**src/hw/rtl/smpec_pkg.sv**
```systemverilog
// ----------------------------------------------------------------------------
// smpec_pkg
// shared types and constants of the smbus master with pec
// ----------------------------------------------------------------------------
package smpec_pkg;

    typedef enum logic [2:0] {
        ST_IDLE  = 3'd0,
        ST_START = 3'd1,
        ST_TX    = 3'd2,
        ST_ACKW  = 3'd3,
        ST_ACKC  = 3'd4,
        ST_RX    = 3'd5,
        ST_MACK  = 3'd6,
        ST_STOP  = 3'd7
    } t_state;

    typedef enum logic [1:0] {
        OP_NONE   = 2'd0,
        OP_WORD   = 2'd1,
        OP_RBLOCK = 2'd2,
        OP_WBLOCK = 2'd3
    } t_op;

    localparam logic [2:0] MODE_TICK   = 3'd0;
    localparam logic [2:0] MODE_LOAD   = 3'd1;
    localparam logic [2:0] MODE_RWORD  = 3'd2;
    localparam logic [2:0] MODE_RBLOCK = 3'd3;
    localparam logic [2:0] MODE_WBLOCK = 3'd4;

    localparam logic [0:0] CFG_ADDR    = 1'd0;
    localparam logic [0:0] CFG_TIMEOUT = 1'd1;

    localparam logic [2:0] STS_OK     = 3'd0;
    localparam logic [2:0] STS_LENGTH = 3'd5;
    localparam logic [2:0] STS_PEC    = 3'd6;

    localparam logic [7:0] CRC_POLY = 8'h07;

    // crc-8 over one byte, eight shift steps
    function automatic logic [7:0] crc_byte(input logic [7:0] crc, input logic [7:0] v);
        logic [7:0] c;
        c = crc ^ v;
        for (int i = 0; i < 8; i++) begin
            c = c[7] ? ((c << 1) ^ CRC_POLY) : (c << 1);
        end
        return c;
    endfunction

endpackage

```
**src/hw/rtl/smpec_wbuf.sv**
```systemverilog
// ----------------------------------------------------------------------------
// smpec_wbuf
// write block byte buffer, one write and one registered read port
// ----------------------------------------------------------------------------
module smpec_wbuf #(
    parameter int DEPTH = 64,
    parameter int AW    = 6
) (
    input  logic          i_clk,
    input  logic          i_we,
    input  logic [AW-1:0] i_waddr,
    input  logic [7:0]    i_wdata,
    input  logic [AW-1:0] i_raddr,
    output logic [7:0]    o_rdata
);
    logic [7:0] r_mem [DEPTH];

    always_ff @(posedge i_clk) begin
        if (i_we) begin
            r_mem[i_waddr] <= i_wdata;
        end
        o_rdata <= r_mem[i_raddr];
    end
endmodule

```
**src/hw/rtl/smbus_master_pec_transactions_top.sv**
```systemverilog
// ----------------------------------------------------------------------------
// smbus_master_pec_transactions_top
// bit-level smbus master with crc-8 pec, one bus phase per tick word
// ----------------------------------------------------------------------------
// Each accepted input word is one bus tick and yields exactly one output word
// via the output register; a word may be accepted every cycle while o_stall is
// low, and the skid stage holds one more word while the output stalls. A bit
// takes four ticks. The next buffer byte of a write block is prefetched from
// the buffer ram during the ack slot, so the ram read is off the path.
module smbus_master_pec_transactions_top #(
    parameter int MAX_BLOCK_BYTES = 64
) (
    input  logic        i_clk,
    input  logic        i_rst_n,
    input  logic        i_cfg_we,
    input  logic [0:0]  i_cfg_index,
    input  logic [15:0] i_cfg_data,
    input  logic        i_valid,
    output logic        o_stall,
    input  logic [2:0]  i_mode,
    input  logic [7:0]  i_command,
    input  logic [6:0]  i_length,
    input  logic [7:0]  i_write_byte,
    input  logic        i_sda_in,
    output logic        o_valid,
    input  logic        i_stall,
    output logic        o_scl,
    output logic        o_sda_release,
    output logic        o_busy_res,
    output logic        o_read_valid,
    output logic [7:0]  o_read_byte,
    output logic        o_done_res,
    output logic [2:0]  o_status,
    output logic [15:0] o_word_value
);
    import smpec_pkg::*;

    localparam int AW = (MAX_BLOCK_BYTES > 1) ? $clog2(MAX_BLOCK_BYTES) : 1;
    localparam int PW = $clog2(MAX_BLOCK_BYTES + 1);

    typedef struct packed {
        logic        scl;
        logic        rel;
        logic        busy;
        logic        rv;
        logic [7:0]  rb;
        logic        done;
        logic [2:0]  st;
        logic [15:0] wv;
    } t_res;

    logic [6:0]  r_addr;
    logic [15:0] r_tmo;
    t_state      r_state, n_state;
    logic [1:0]  r_ph, n_ph;
    logic [3:0]  r_bit, n_bit;
    logic [7:0]  r_byte, n_byte;
    logic [7:0]  r_shift, n_shift;
    logic [7:0]  r_crc, n_crc;
    logic [15:0] r_wait, n_wait;
    t_op         r_op, n_op;
    logic [7:0]  r_cmd, n_cmd;
    logic [6:0]  r_len, n_len;
    logic [15:0] r_word, n_word;
    logic [PW-1:0] r_lp, n_lp;
    logic [2:0]  r_est, n_est;

    t_res r_out, r_skid, res;
    logic r_ovalid, r_svalid;
    logic acc;

    logic we;
    logic [7:0] buf_rd;

    assign o_stall = r_svalid;
    assign acc = i_valid && !o_stall;

    // buffer read address: entry for the byte after the next ack
    logic [7:0] k_next;
    assign k_next = r_byte - 8'd2;
    smpec_wbuf #(.DEPTH(MAX_BLOCK_BYTES), .AW(AW)) u_wbuf (
        .i_clk  (i_clk),
        .i_we   (we),
        .i_waddr(r_lp[AW-1:0]),
        .i_wdata(i_write_byte),
        .i_raddr(k_next[AW-1:0]),
        .o_rdata(buf_rd)
    );

    always_ff @(posedge i_clk) begin
        if (!i_rst_n) begin
            r_addr <= 7'd11;
            r_tmo  <= 16'd2000;
        end else if (i_cfg_we) begin
            unique case (i_cfg_index)
                CFG_ADDR:    r_addr <= i_cfg_data[6:0];
                CFG_TIMEOUT: r_tmo  <= i_cfg_data;
                default: ;
            endcase
        end
    end

    function automatic logic is_pec(input t_op op, input logic [7:0] bi, input logic [6:0] ln);
        if (op == OP_WORD) return bi == 8'd5;
        return bi == (8'd6 + {1'b0, ln});
    endfunction

    always_comb begin
        logic [1:0] ph;
        logic       last, mid;
        logic [7:0] addr_w, v, k;
        logic [3:0] bi1;
        logic [15:0] w1;
        n_state = r_state; n_ph = r_ph; n_bit = r_bit; n_byte = r_byte;
        n_shift = r_shift; n_crc = r_crc; n_wait = r_wait; n_op = r_op;
        n_cmd = r_cmd; n_len = r_len; n_word = r_word; n_lp = r_lp; n_est = r_est;
        res = '0; res.scl = 1'b1; res.rel = 1'b1;
        we = 1'b0;
        addr_w = {r_addr, 1'b0};
        ph = r_ph;
        last = 1'b0; mid = 1'b0;
        v = r_shift; k = '0; bi1 = '0; w1 = '0;

        if (acc) begin
            if (r_state == ST_IDLE) begin
                if (i_mode == MODE_LOAD) begin
                    if ({1'b0, r_lp} < (PW+1)'(MAX_BLOCK_BYTES)) begin
                        we = 1'b1;
                        n_lp = r_lp + 1'b1;
                    end
                end else if (i_mode == MODE_RWORD || i_mode == MODE_RBLOCK ||
                             i_mode == MODE_WBLOCK) begin
                    if (i_mode != MODE_RWORD && 32'(i_length) > MAX_BLOCK_BYTES) begin
                        res.done = 1'b1;
                    end else begin
                        n_op = t_op'(i_mode[1:0] + 2'd3);
                        n_cmd = i_command; n_len = i_length;
                        n_state = ST_START; n_ph = '0; n_bit = '0; n_byte = '0;
                        n_shift = '0; n_crc = '0; n_wait = '0; n_est = STS_OK;
                        if (i_mode == MODE_RWORD) n_word = '0;
                        if (i_mode == MODE_WBLOCK) n_lp = '0;
                        ph = '0;
                    end
                end
            end
            if (n_state != ST_IDLE) begin
                last = (ph == 2'd3);
                mid  = (ph == 2'd1 || ph == 2'd2);
                res.busy = 1'b1;
                n_ph = ph + 2'd1;
                unique case (n_state)
                    ST_START: begin
                        // scl already low before a repeated start
                        res.scl = (ph == 2'd0) ? (n_byte == 8'd0) : (ph != 2'd3);
                        res.rel = (ph < 2'd2);
                        if (last) begin
                            v = (n_byte == 8'd0) ? addr_w : (addr_w | 8'd1);
                            n_shift = v; n_crc = crc_byte(n_crc, v);
                            n_state = ST_TX; n_bit = '0; n_ph = '0;
                        end
                    end
                    ST_TX: begin
                        res.scl = mid;
                        res.rel = r_shift[3'd7 - r_bit[2:0]];
                        if (last) begin
                            bi1 = r_bit + 4'd1;
                            n_bit = bi1;
                            if (bi1 >= 4'd8) begin
                                n_state = ST_ACKW; n_wait = '0;
                            end
                        end
                    end
                    ST_ACKW: begin
                        res.scl = 1'b0; res.rel = 1'b1; n_ph = '0;
                        if (!i_sda_in) begin
                            n_state = ST_ACKC;
                        end else begin
                            w1 = r_wait + 16'd1;
                            n_wait = w1;
                            if (w1 >= r_tmo) begin
                                n_est = (r_byte >= 8'd3) ? 3'd4 : (r_byte[2:0] + 3'd1);
                                n_state = ST_STOP; n_ph = '0;
                            end
                        end
                    end
                    ST_ACKC: begin
                        res.scl = (ph < 2'd2); res.rel = 1'b1;
                        if (last) begin
                            n_byte = r_byte + 8'd1;
                            if (n_byte == 8'd1 || (r_op == OP_WBLOCK && n_byte == 8'd2)) begin
                                v = (n_byte == 8'd1) ? r_cmd : {1'b0, r_len};
                                n_shift = v; n_crc = crc_byte(r_crc, v);
                                n_state = ST_TX; n_bit = '0; n_ph = '0;
                            end else if (r_op == OP_WBLOCK) begin
                                k = n_byte - 8'd3;
                                if (k < {1'b0, r_len} && 32'(k) < MAX_BLOCK_BYTES) begin
                                    n_shift = buf_rd; n_crc = crc_byte(r_crc, buf_rd);
                                    n_state = ST_TX; n_bit = '0; n_ph = '0;
                                end else begin
                                    n_est = STS_OK; n_state = ST_STOP; n_ph = '0;
                                end
                            end else if (n_byte == 8'd2) begin
                                n_state = ST_START; n_ph = '0;
                            end else begin
                                n_state = ST_RX; n_shift = '0; n_bit = '0; n_ph = '0;
                            end
                        end
                    end
                    ST_RX: begin
                        res.scl = mid; res.rel = 1'b1;
                        if (ph == 2'd1) n_shift = {r_shift[6:0], i_sda_in};
                        if (last) begin
                            bi1 = r_bit + 4'd1;
                            n_bit = bi1;
                            if (bi1 >= 4'd8) begin
                                v = r_shift;
                                n_state = ST_MACK;
                                if (is_pec(r_op, r_byte, r_len)) begin
                                    n_est = (v == r_crc) ? STS_OK : STS_PEC;
                                end else begin
                                    n_crc = crc_byte(r_crc, v);
                                    if (r_op == OP_WORD) begin
                                        if (r_byte == 8'd3) n_word = {r_word[15:8], v};
                                        else n_word = {v, r_word[7:0]};
                                    end else if (r_byte == 8'd3) begin
                                        if (v != ({1'b0, r_len} + 8'd2)) begin
                                            n_est = STS_LENGTH;
                                            n_state = ST_STOP; n_ph = '0;
                                        end
                                    end else begin
                                        res.rv = 1'b1; res.rb = v;
                                    end
                                end
                            end
                        end
                    end
                    ST_MACK: begin
                        res.scl = mid;
                        res.rel = is_pec(r_op, r_byte, r_len);
                        if (last) begin
                            if (is_pec(r_op, r_byte, r_len)) begin
                                n_state = ST_STOP; n_ph = '0;
                            end else begin
                                n_byte = r_byte + 8'd1;
                                n_state = ST_RX; n_shift = '0; n_bit = '0; n_ph = '0;
                            end
                        end
                    end
                    ST_STOP: begin
                        res.scl = (ph != 2'd0);
                        res.rel = (ph >= 2'd2);
                        if (last) begin
                            res.done = 1'b1; res.st = r_est;
                            res.wv = (r_op == OP_WORD) ? r_word : 16'd0;
                            n_state = ST_IDLE; n_ph = '0;
                        end
                    end
                    default: ;
                endcase
            end
        end
    end

    always_ff @(posedge i_clk) begin
        if (!i_rst_n) begin
            r_state <= ST_IDLE; r_ph <= '0; r_bit <= '0; r_byte <= '0;
            r_shift <= '0; r_crc <= '0; r_wait <= '0; r_op <= OP_NONE;
            r_cmd <= '0; r_len <= '0; r_word <= '0; r_lp <= '0; r_est <= STS_OK;
        end else begin
            r_state <= n_state; r_ph <= n_ph; r_bit <= n_bit; r_byte <= n_byte;
            r_shift <= n_shift; r_crc <= n_crc; r_wait <= n_wait; r_op <= n_op;
            r_cmd <= n_cmd; r_len <= n_len; r_word <= n_word; r_lp <= n_lp;
            r_est <= n_est;
        end
    end

    // output register plus skid word
    always_ff @(posedge i_clk) begin
        if (!i_rst_n) begin
            r_ovalid <= 1'b0;
            r_svalid <= 1'b0;
        end else begin
            if (!r_ovalid || !i_stall) begin
                if (r_svalid) begin
                    r_out <= r_skid; r_ovalid <= 1'b1; r_svalid <= 1'b0;
                end else begin
                    r_out <= res; r_ovalid <= acc;
                end
            end else if (acc) begin
                r_skid <= res; r_svalid <= 1'b1;
            end
        end
    end

    assign o_valid       = r_ovalid;
    assign o_scl         = r_out.scl;
    assign o_sda_release = r_out.rel;
    assign o_busy_res    = r_out.busy;
    assign o_read_valid  = r_out.rv;
    assign o_read_byte   = r_out.rb;
    assign o_done_res    = r_out.done;
    assign o_status      = r_out.st;
    assign o_word_value  = r_out.wv;
endmodule

```
**config.mk**
```make
export PLATFORM = sky130hd
export DESIGN_NAME = smbus_master_pec_transactions_top
export DESIGN_NICKNAME = d
export VERILOG_FILES = /design/src/hw/rtl/smpec_pkg.sv /design/src/hw/rtl/smpec_wbuf.sv /design/src/hw/rtl/smbus_master_pec_transactions_top.sv
export SDC_FILE = /design/constraint.sdc
export NUM_CORES = 1
export LEC_CHECK = 0
export BUFFER_PORTS_ARGS = -buffer_cell sky130_fd_sc_hd__clkbuf_2
export CAP_MARGIN = 20
export CORE_UTILIZATION = 50
export CTS_BUF_LIST = sky130_fd_sc_hd__clkbuf_2 sky130_fd_sc_hd__clkbuf_4 sky130_fd_sc_hd__clkbuf_8
export DETAILED_ROUTE_END_ITERATION = 7
export PLACE_DENSITY = 0.72
export SLEW_MARGIN = 20
export SYNTH_ARGS = -nofsm -noshare
export SYNTH_HDL_FRONTEND = slang
export SYNTH_SLANG_ARGS = --single-unit
```
**constraint.sdc**
```tcl
create_clock -name i_clk -period 5.5 [get_ports i_clk]
set_input_delay 0.55 -clock i_clk [delete_from_list [all_inputs] [get_ports i_clk]]
set_output_delay 0.55 -clock i_clk [all_outputs]
set_load 0.05 [all_outputs]
```
---- Word-level counts from Yosys, hierarchy flattened ----
Memory sizes are Yosys's and may differ from the RTL's. A register that Yosys moved wholly into a read port is not among the register bits.
Index checks and enable logic that the tools add are counted.
cells by class
  add/subtract/negate cells ............... 12
  $mul .................................... 0
  divide/modulo/power cells ............... 0
  $lt $le $gt $ge ......................... 10
  eq/ne operators ......................... 29
  shift-type cells ........................ 0
  mux-type cells .......................... 228
  bitwise operators ....................... 41
  reductions and logical operators ........ 30
operators by type and width
  operator                                        count
  2-to-1 mux 16 bit                               21
  2-to-1 mux 8 bit                                38
  2-to-1 mux 3 bit                                71
  2-to-1 mux 32 bit                               3
  inverter 3 bit                                  32
  2-to-1 mux 4 bit                                14
  2-to-1 mux 9 bit                                6
  2-to-1 mux 1 bit                                44
  2-to-1 mux 20 bit                               2
  2-to-1 mux 7 bit                                5
  case mux 16 bit (2 select lines)                1
  case mux 8 bit (4 select lines)                 1
  XOR 8 bit                                       4
  2-to-1 mux 2 bit                                14
  case mux 8 bit (3 select lines)                 1
  case mux 3 bit (7 select lines)                 1
  adder 16 x 1 -> 16 bit (second input constant)  1
  == test 8 x 2 -> 1 bit (second input constant)  2
  == test 8 bit                                   2
  greater-or-equal comparator 16 bit              1
  case mux 4 bit (4 select lines)                 1
  case mux 8 bit (2 select lines)                 1
  == test 3 bit (second input constant)           5
  != test 7 bit (second input constant)           2
  other kinds (49)                                77
word-level totals
  register bits ........................... 181
  bits in latches ......................... 0
  RAM bits ................................ 512
  memory bits (read-only) ................. 0
  input bits .............................. 49
  output and inout bits ................... 34
  logic and storage cells ................. 385
  memories kept ........................... 1
memory list
  memory        words  bits a word  rd ports  clocked after memory_dff  wr ports  line              RTL
  u_wbuf.r_mem  64     8            1         1                         1         smpec_wbuf.sv:16  logic [7:0] r_mem [DEPTH];

---- Depth between registers and ports, before layout ----
  depth in word-level cells ............... 29
  mapped depth ............................ 19
  depth with buffers taken out ............ 17

---- Hierarchy ----
From an unflattened synthesis, not the netlist that was laid out.
second synthesis, totals
  cell total of the unflattened synthesis .. 2,463
  area, all modules ....................... 32,582.5 um^2
by module, submodules not included
  module                             times used  cells an instance  area each (um^2)  seq. area each (um^2)
  smpec_wbuf                         1           972                20,190.6          15,534.9
  smbus_master_pec_transactions_top  1           1,491              12,391.9          4,264.1

---- Worst setup path after synthesis ----
OpenSTA, ideal clock, no wires.
  path kind ............................... in2reg
  from .................................... input port i_mode[0]
  to ...................................... register r_shift[3]
  setup time .............................. 0.130 ns
  arrival ................................. 3.893 ns
  data required time ...................... 5.370 ns
  setup slack ............................. 1.476 ns
  cell stages on the path ................. 19
  path buffers ............................ 3
  cells stage by stage .................... inv_1 ha_1 o21ba_2 o2111a_1 nand2_1 clkbuf_1 buf_1 nand2_1 inv_1 ha_1 inv_1 a311o_1 o311ai_0 or2_0 clkbuf_1 and4b_1 o32ai_1 o22ai_1 o21ai_0
between the ends
  longest elaborated chain between the ends .. 12
  elaborated cells on any way between the ends .. 40
  those cells by class .................... 11 x eq/ne; 25 x mux; 4 x reduce/logical
RTL lines
  what                                                                     line                                                                                RTL
  from (decl)                                                              smbus_master_pec_transactions_top.sv:20                                             input logic [2:0] i_mode,
  != test 3 x 2 -> 1 bit / == test 3 x 2 -> 1 bit (equally long branches)  smbus_master_pec_transactions_top.sv:133, smbus_master_pec_transactions_top.sv:131
  logical AND 1 bit / logical OR 1 bit (equally long branches)             smbus_master_pec_transactions_top.sv:133, smbus_master_pec_transactions_top.sv:131
  2-to-1 mux 8 bit / logical OR 1 bit (equally long branches)              smbus_master_pec_transactions_top.sv:133, smbus_master_pec_transactions_top.sv:131
  2-to-1 mux 8 bit                                                         smbus_master_pec_transactions_top.sv:131                                            end else if (i_mode == MODE_RWORD || i_mode == MODE_RBLOCK ||
  2-to-1 mux 8 bit                                                         smbus_master_pec_transactions_top.sv:126                                            if (i_mode == MODE_LOAD) begin
  2-to-1 mux 8 bit                                                         smbus_master_pec_transactions_top.sv:125                                            if (r_state == ST_IDLE) begin
  2-to-1 mux 8 bit, on equally long branches                               smbus_master_pec_transactions_top.sv:202, smbus_master_pec_transactions_top.sv:196
  2-to-1 mux 8 bit                                                         smbus_master_pec_transactions_top.sv:194                                            end else if (r_op == OP_WBLOCK) begin
  2-to-1 mux 8 bit                                                         smbus_master_pec_transactions_top.sv:190                                            if (n_byte == 8'd1 || (r_op == OP_WBLOCK && n_byte == 8'd2)) begin
  2-to-1 mux 8 bit                                                         smbus_master_pec_transactions_top.sv:188                                            if (last) begin
  case mux 8 bit (4 select lines)                                          smbus_master_pec_transactions_top.sv:151                                            unique case (n_state)
  2-to-1 mux 8 bit *                                                       smbus_master_pec_transactions_top.sv:146                                            if (n_state != ST_IDLE) begin
  to (signal assigned)                                                     smbus_master_pec_transactions_top.sv:271                                            r_shift <= n_shift; r_crc <= n_crc; r_wait <= n_wait; r_op <= n_op;
  to (decl)                                                                smbus_master_pec_transactions_top.sv:58                                             logic [7:0] r_shift, n_shift;
Every way passes the cells marked *; elsewhere a longest branch is shown, timed or not. The select of a mux whose other input is x is not followed.
A chain may end at the register's enable or synchronous reset.

---- Worst setup path in the final report ----
  from .................................... register r_byte[2]
  to ...................................... register r_shift[4]
between the ends
  longest elaborated chain between the ends .. 11
  elaborated cells on any way between the ends .. 27
  those cells by class .................... 2 x add/sub; 2 x order compare; 4 x eq/ne; 16 x mux; 3 x reduce/logical
RTL lines
  what                                                          line                                      RTL
  from (decl)                                                   smbus_master_pec_transactions_top.sv:57   logic [7:0] r_byte, n_byte;
  from (signal assigned)                                        smbus_master_pec_transactions_top.sv:270  r_state <= n_state; r_ph <= n_ph; r_bit <= n_bit; r_byte <= n_byte;
  branches (longest 9 deep; another with adder 8 x 1 -> 8 bit)  -
  case mux 8 bit (4 select lines) *                             smbus_master_pec_transactions_top.sv:151
  2-to-1 mux 8 bit *                                            smbus_master_pec_transactions_top.sv:146
Every way passes the cells marked *. The select of a mux whose other input is x is not followed.

==> metrics.txt <==
# TYPE chip_impl_metric gauge
chip_impl_metric{name="detail_placement_hpwl",unit="mm"} 54.97
chip_impl_info{name="dominant_combinational_cell_family_by_area_after_synthesis",value="multiplexers"} 1
chip_impl_metric{name="insertedDiodeCount",unit=""} 0
chip_impl_info{name="synthFlopType",value="edfxtp_1"} 1
chip_impl_info{name="mostFrequentLayoutCell",value="edfxtp_1"} 1
chip_impl_metric{name="worst_ep_required_time",unit="ns"} 6.08
chip_impl_metric{name="post_cts.resized_instances",unit=""} 0
chip_impl_metric{name="synth_compound_gate_area_share",unit=""} 0.08995
chip_impl_metric{name="holdBufCountCts",unit=""} 15
chip_impl_info{name="timing_worst_setup_path_type",value="reg -> reg"} 1
chip_impl_metric{name="chipHeight",unit="um"} 255.2
chip_impl_metric{name="post_synthesis_adder_cell_area_fraction",unit=""} 0.01718
chip_impl_metric{name="placement_rows",unit=""} 92
chip_impl_metric{name="detailedRoute.firstPassIterationCount",unit=""} 6
chip_impl_metric{name="critical_path_arrival",unit="ns"} 4.92
chip_impl_metric{name="via_count_of_the_first_global_routing_pass",unit=""} 20519
chip_impl_metric{name="synth_cells",unit=""} 2290
chip_impl_metric{name="cts_num_sinks",unit=""} 701
chip_impl_metric{name="sequential_to_total_area_share_from_yosys_stat",unit=""} 0.6178
chip_impl_metric{name="final_core_utilization",unit=""} 0.5671
chip_impl_metric{name="grt_max_degree",unit=""} 101
chip_impl_metric{name="drt_iter0_markers",unit=""} 2138
chip_impl_metric{name="synth_fp_nets",unit=""} 2383
chip_impl_metric{name="yosys.area_share.xor_xnor",unit=""} 0.04221
chip_impl_metric{name="grt_first_pass_wirelength",unit="mm"} 125.7
chip_impl_metric{name="gr-total-overflow",unit=""} 0
chip_impl_metric{name="fin_crit",unit="ns"} 4.335
chip_impl_metric{name="synthesis.area",unit="um^2"} 32050
chip_impl_info{name="worst_path_dominant_cell_family",value="compound AO/OA/AOI/OAI gates"} 1
chip_impl_metric{name="tritoncts.num_buffers",unit=""} 110
chip_impl_metric{name="totalWireLength",unit="mm"} 83.39
chip_impl_metric{name="synthMuxAreaShare",unit=""} 0.1228
chip_impl_metric{name="post_drt_via_cell_ratio",unit=""} 6.113
chip_impl_metric{name="placedCellCount",unit=""} 3114
chip_impl_info{name="commonest_cells_after_routing_fill_and_taps_aside",value="edfxtp_1 (576), nand2_1 (170), nor2_1 (164), mux4_2 (162), dfxtp_1 (123)"} 1
chip_impl_metric{name="setup_tns",unit="ns"} 0
chip_impl_metric{name="asyncSetResetFlopFracSynth",unit=""} 0
chip_impl_info{name="grt_setup_unrepaired",value="no"} 1
chip_impl_metric{name="cp_max_fo",unit=""} 11
chip_impl_metric{name="die-area",unit="um^2"} 65110
chip_impl_metric{name="clkSlewWorstSetupHoldPaths",unit="ns"} 0.07
chip_impl_metric{name="max_stage_delay",unit="ns"} 0.60
chip_impl_metric{name="vias",unit=""} 20350
chip_impl_metric{name="clockBufferDepth",unit=""} 3
chip_impl_info{name="critical_path.cell_chain",value="ha_1 > nand3_1 > a211oi_2 > o32ai_1 > nor3_1 > inv_1 > ha_1 > a21oi_1 > o21a_1 > nand3_2 > a311oi_2 > nor2_1 > a221oi_1 > nand3_1"} 1
chip_impl_metric{name="final.hold.worst_slack",unit="ns"} 0.03754
chip_impl_metric{name="stdcell_count",unit=""} 3329
chip_impl_metric{name="yosysUniqueCellTypes",unit=""} 94
chip_impl_metric{name="timing.final.ws_setup",unit="ns"} 1.165
chip_impl_info{name="tritoncts",value="built"} 1
chip_impl_info{name="status",value="completed"} 1
chip_impl_metric{name="grt_antenna_before_repair",unit=""} 1
chip_impl_info{name="hp-class",value="in -> reg"} 1
chip_impl_metric{name="groute.usage.overall",unit=""} 0.2605
chip_impl_metric{name="initial_utilization",unit=""} 0.5071
chip_impl_metric{name="ys_seq_elements",unit=""} 701
chip_impl_info{name="clock-root-buffer",value="clkbuf_8"} 1
chip_impl_metric{name="drv_slew",unit=""} 0
chip_impl_metric{name="max_slew_margin",unit=""} 0.2470
chip_impl_metric{name="io_buffer_count",unit=""} 82
chip_impl_metric{name="synth_warnings",unit=""} 0
chip_impl_metric{name="route.antenna.remaining_nets",unit=""} 0
chip_impl_metric{name="i_o_pin_total",unit=""} 83
chip_impl_metric{name="weighted_congestion_reported_at_the_end_of_routability_driven_placement",unit=""} 0.9722
chip_impl_metric{name="max_freq",unit="GHz"} 0.2307
chip_impl_metric{name="worst-path-buf-inv",unit=""} 1
chip_impl_metric{name="final.period_utilization",unit=""} 0.7881
chip_impl_metric{name="static-leakage-power",unit="nW"} 11.97
chip_impl_metric{name="count_of_maximum_capacitance_violations",unit=""} 0
chip_impl_metric{name="wire_per_inst",unit="um"} 25.05
chip_impl_metric{name="power_density",unit="nW/um^2"} 308.9
chip_impl_metric{name="die_width",unit="um"} 255.2
chip_impl_metric{name="setup_viol_count_final",unit=""} 0
chip_impl_metric{name="number_of_design_rule_violations_left_after_detail_routing",unit=""} 0
chip_impl_metric{name="drive_above_1_share",unit=""} 0.2066
chip_impl_metric{name="actual_slew_at_the_worst_max_slew_pin",unit="ns"} 1.129
chip_impl_info{name="start_kind",value="register"} 1
chip_impl_metric{name="coreArea",unit="um^2"} 63200
chip_impl_metric{name="peakVddDrop",unit="mV"} 0.3743
chip_impl_metric{name="worst_skew_pair.late_latency",unit="ns"} 0.76
chip_impl_metric{name="syn2layout_area_growth",unit="%"} 11.83
chip_impl_metric{name="place_ws",unit="ns"} 1.247
chip_impl_metric{name="synth_simple_gate_area_frac",unit=""} 0.08535
chip_impl_metric{name="finalHoldViolCount",unit=""} 0
chip_impl_metric{name="avgSynthCellArea",unit="um^2"} 13.99
chip_impl_metric{name="final_nets",unit=""} 2489
chip_impl_metric{name="number_of_flops_mapped_to_enable_cells_by_yosys",unit=""} 576
chip_impl_metric{name="cts_post_setup_buffers_inserted",unit=""} 0
chip_impl_metric{name="ctsHtreeMaxLevel",unit=""} 3
chip_impl_info{name="slowest_stage_cell_crit_path",value="dfxtp_1"} 1
chip_impl_metric{name="finalClockSkew",unit="ns"} 0.06687
chip_impl_info{name="worstSetupEndpointType",value="register"} 1
kinds of logic (layout without fill, tap and decap cells):
kind of cell / after synthesis / count (layout)
flip-flops: 701 / 701
multiplexers: 190 / 190
AND/OR/NAND/NOR: 573 / 573
adder cells (fa/ha/maj): 44 / 44
buffers and inverters: 201 / 394
AO/OA/AOI/OAI: 429 / 429
XOR/XNOR: 152 / 152
report_power, final:
part,switching [mW],total [mW],leakage [nW],internal [mW]
Clock,2.08,4.61,1.23,2.53
Sequential,0.0640,5.84,6.18,5.78
Combinational,0.418,0.613,4.56,0.196
metrics by stage:
| stage | instance area [um^2] | power [mW] |
|---|---|---|
| floorplan | 32050 | 6.296 |
| global placement | 33320 | 6.537 |
| detailed placement | 33330 | 6.543 |
| CTS | 35810 | 11.15 |
| global route | 35840 | 11.41 |
| finish | 35840 | 11.07 |
sequential cells by signal, indices dropped and copies added, names as in the netlist, 3 cells and up:
register	flops
r_bit	4
r_state	3
r_word	16
r_tmo	16
r_byte	8
r_len	7
r_cmd	8
o_read_byte	8
r_lp	7
r_wait	16
r_est	3
r_crc	8
o_status	3
r_addr	7
u_wbuf.o_rdata	8
u_wbuf.r_mem	512
r_skid	32
o_word_value	16
r_shift	8
cell usage after synthesis (19+ instances only):
master | instances | area [um^2]
buf_1 | 25 | 93.84
xor2_1 | 51 | 446.7
and2_1 | 21 | 131.4
a31oi_1 | 19 | 118.9
xnor2_1 | 99 | 867.1
a21oi_1 | 116 | 580.6
mux4_2 | 162 | 3649
nor3_1 | 30 | 150.1
buf_2 | 22 | 110.1
nand4_1 | 20 | 125.1
and3_1 | 28 | 175.2
inv_1 | 50 | 187.7
clkbuf_1 | 99 | 371.6
dfxtp_1 | 125 | 2502
o21ai_0 | 72 | 360.4
nand2_1 | 170 | 638.1
ha_1 | 44 | 550.5
a211oi_1 | 20 | 150.1
nand3_1 | 52 | 260.3
a21o_1 | 42 | 315.3
mux2i_1 | 26 | 260.3
edfxtp_1 | 576 | 17300
nor2_1 | 166 | 623.1
worst min-delay path, stage by stage:
cell,delay [ns]
clkbuf_2,0.09
nand2_1,0.05
a21oi_1,0.06
routing by layer:
metal,global-route usage,vias up,part of all wire
met2,0.4275,944,0.49
met5,0,-,0
met4,0.1136,0,0.042
li1,-,9045,-
met3,0.04658,223,0.074
met1,0.3411,10138,0.40
cell type report:
class	instances	area [um^2]
repair buffers	143	938.4
flip-flops and latches	701	19810
fillers	4907	27360
well taps	846	1059
multi-input cells	1388	11500
clock buffers	153	1893
clock inverters	46	440.4
inverters	52	195.2
worst paths after layout:
| kind | start | end | slack, ns | cells past startpoint |
|---|---|---|---|---|
| setup / recovery | r_byte[2]$_SDFFE_PN0P_ | r_shift[4]$_SDFFE_PN0P_ | 1.17 | 14 |
| hold / removal | i_command[6] | r_cmd[6]$_SDFFE_PN0P_ | 0.04 | 3 |
| setup reg to reg | r_byte[2]$_SDFFE_PN0P_ | r_shift[4]$_SDFFE_PN0P_ | 1.17 | 14 |
| hold reg to reg | r_est[2]$_SDFFE_PN0P_ | r_est[2]$_SDFFE_PN0P_ | 0.45 | 2 |
No activity file was read; power rests on OpenSTA's default activity.
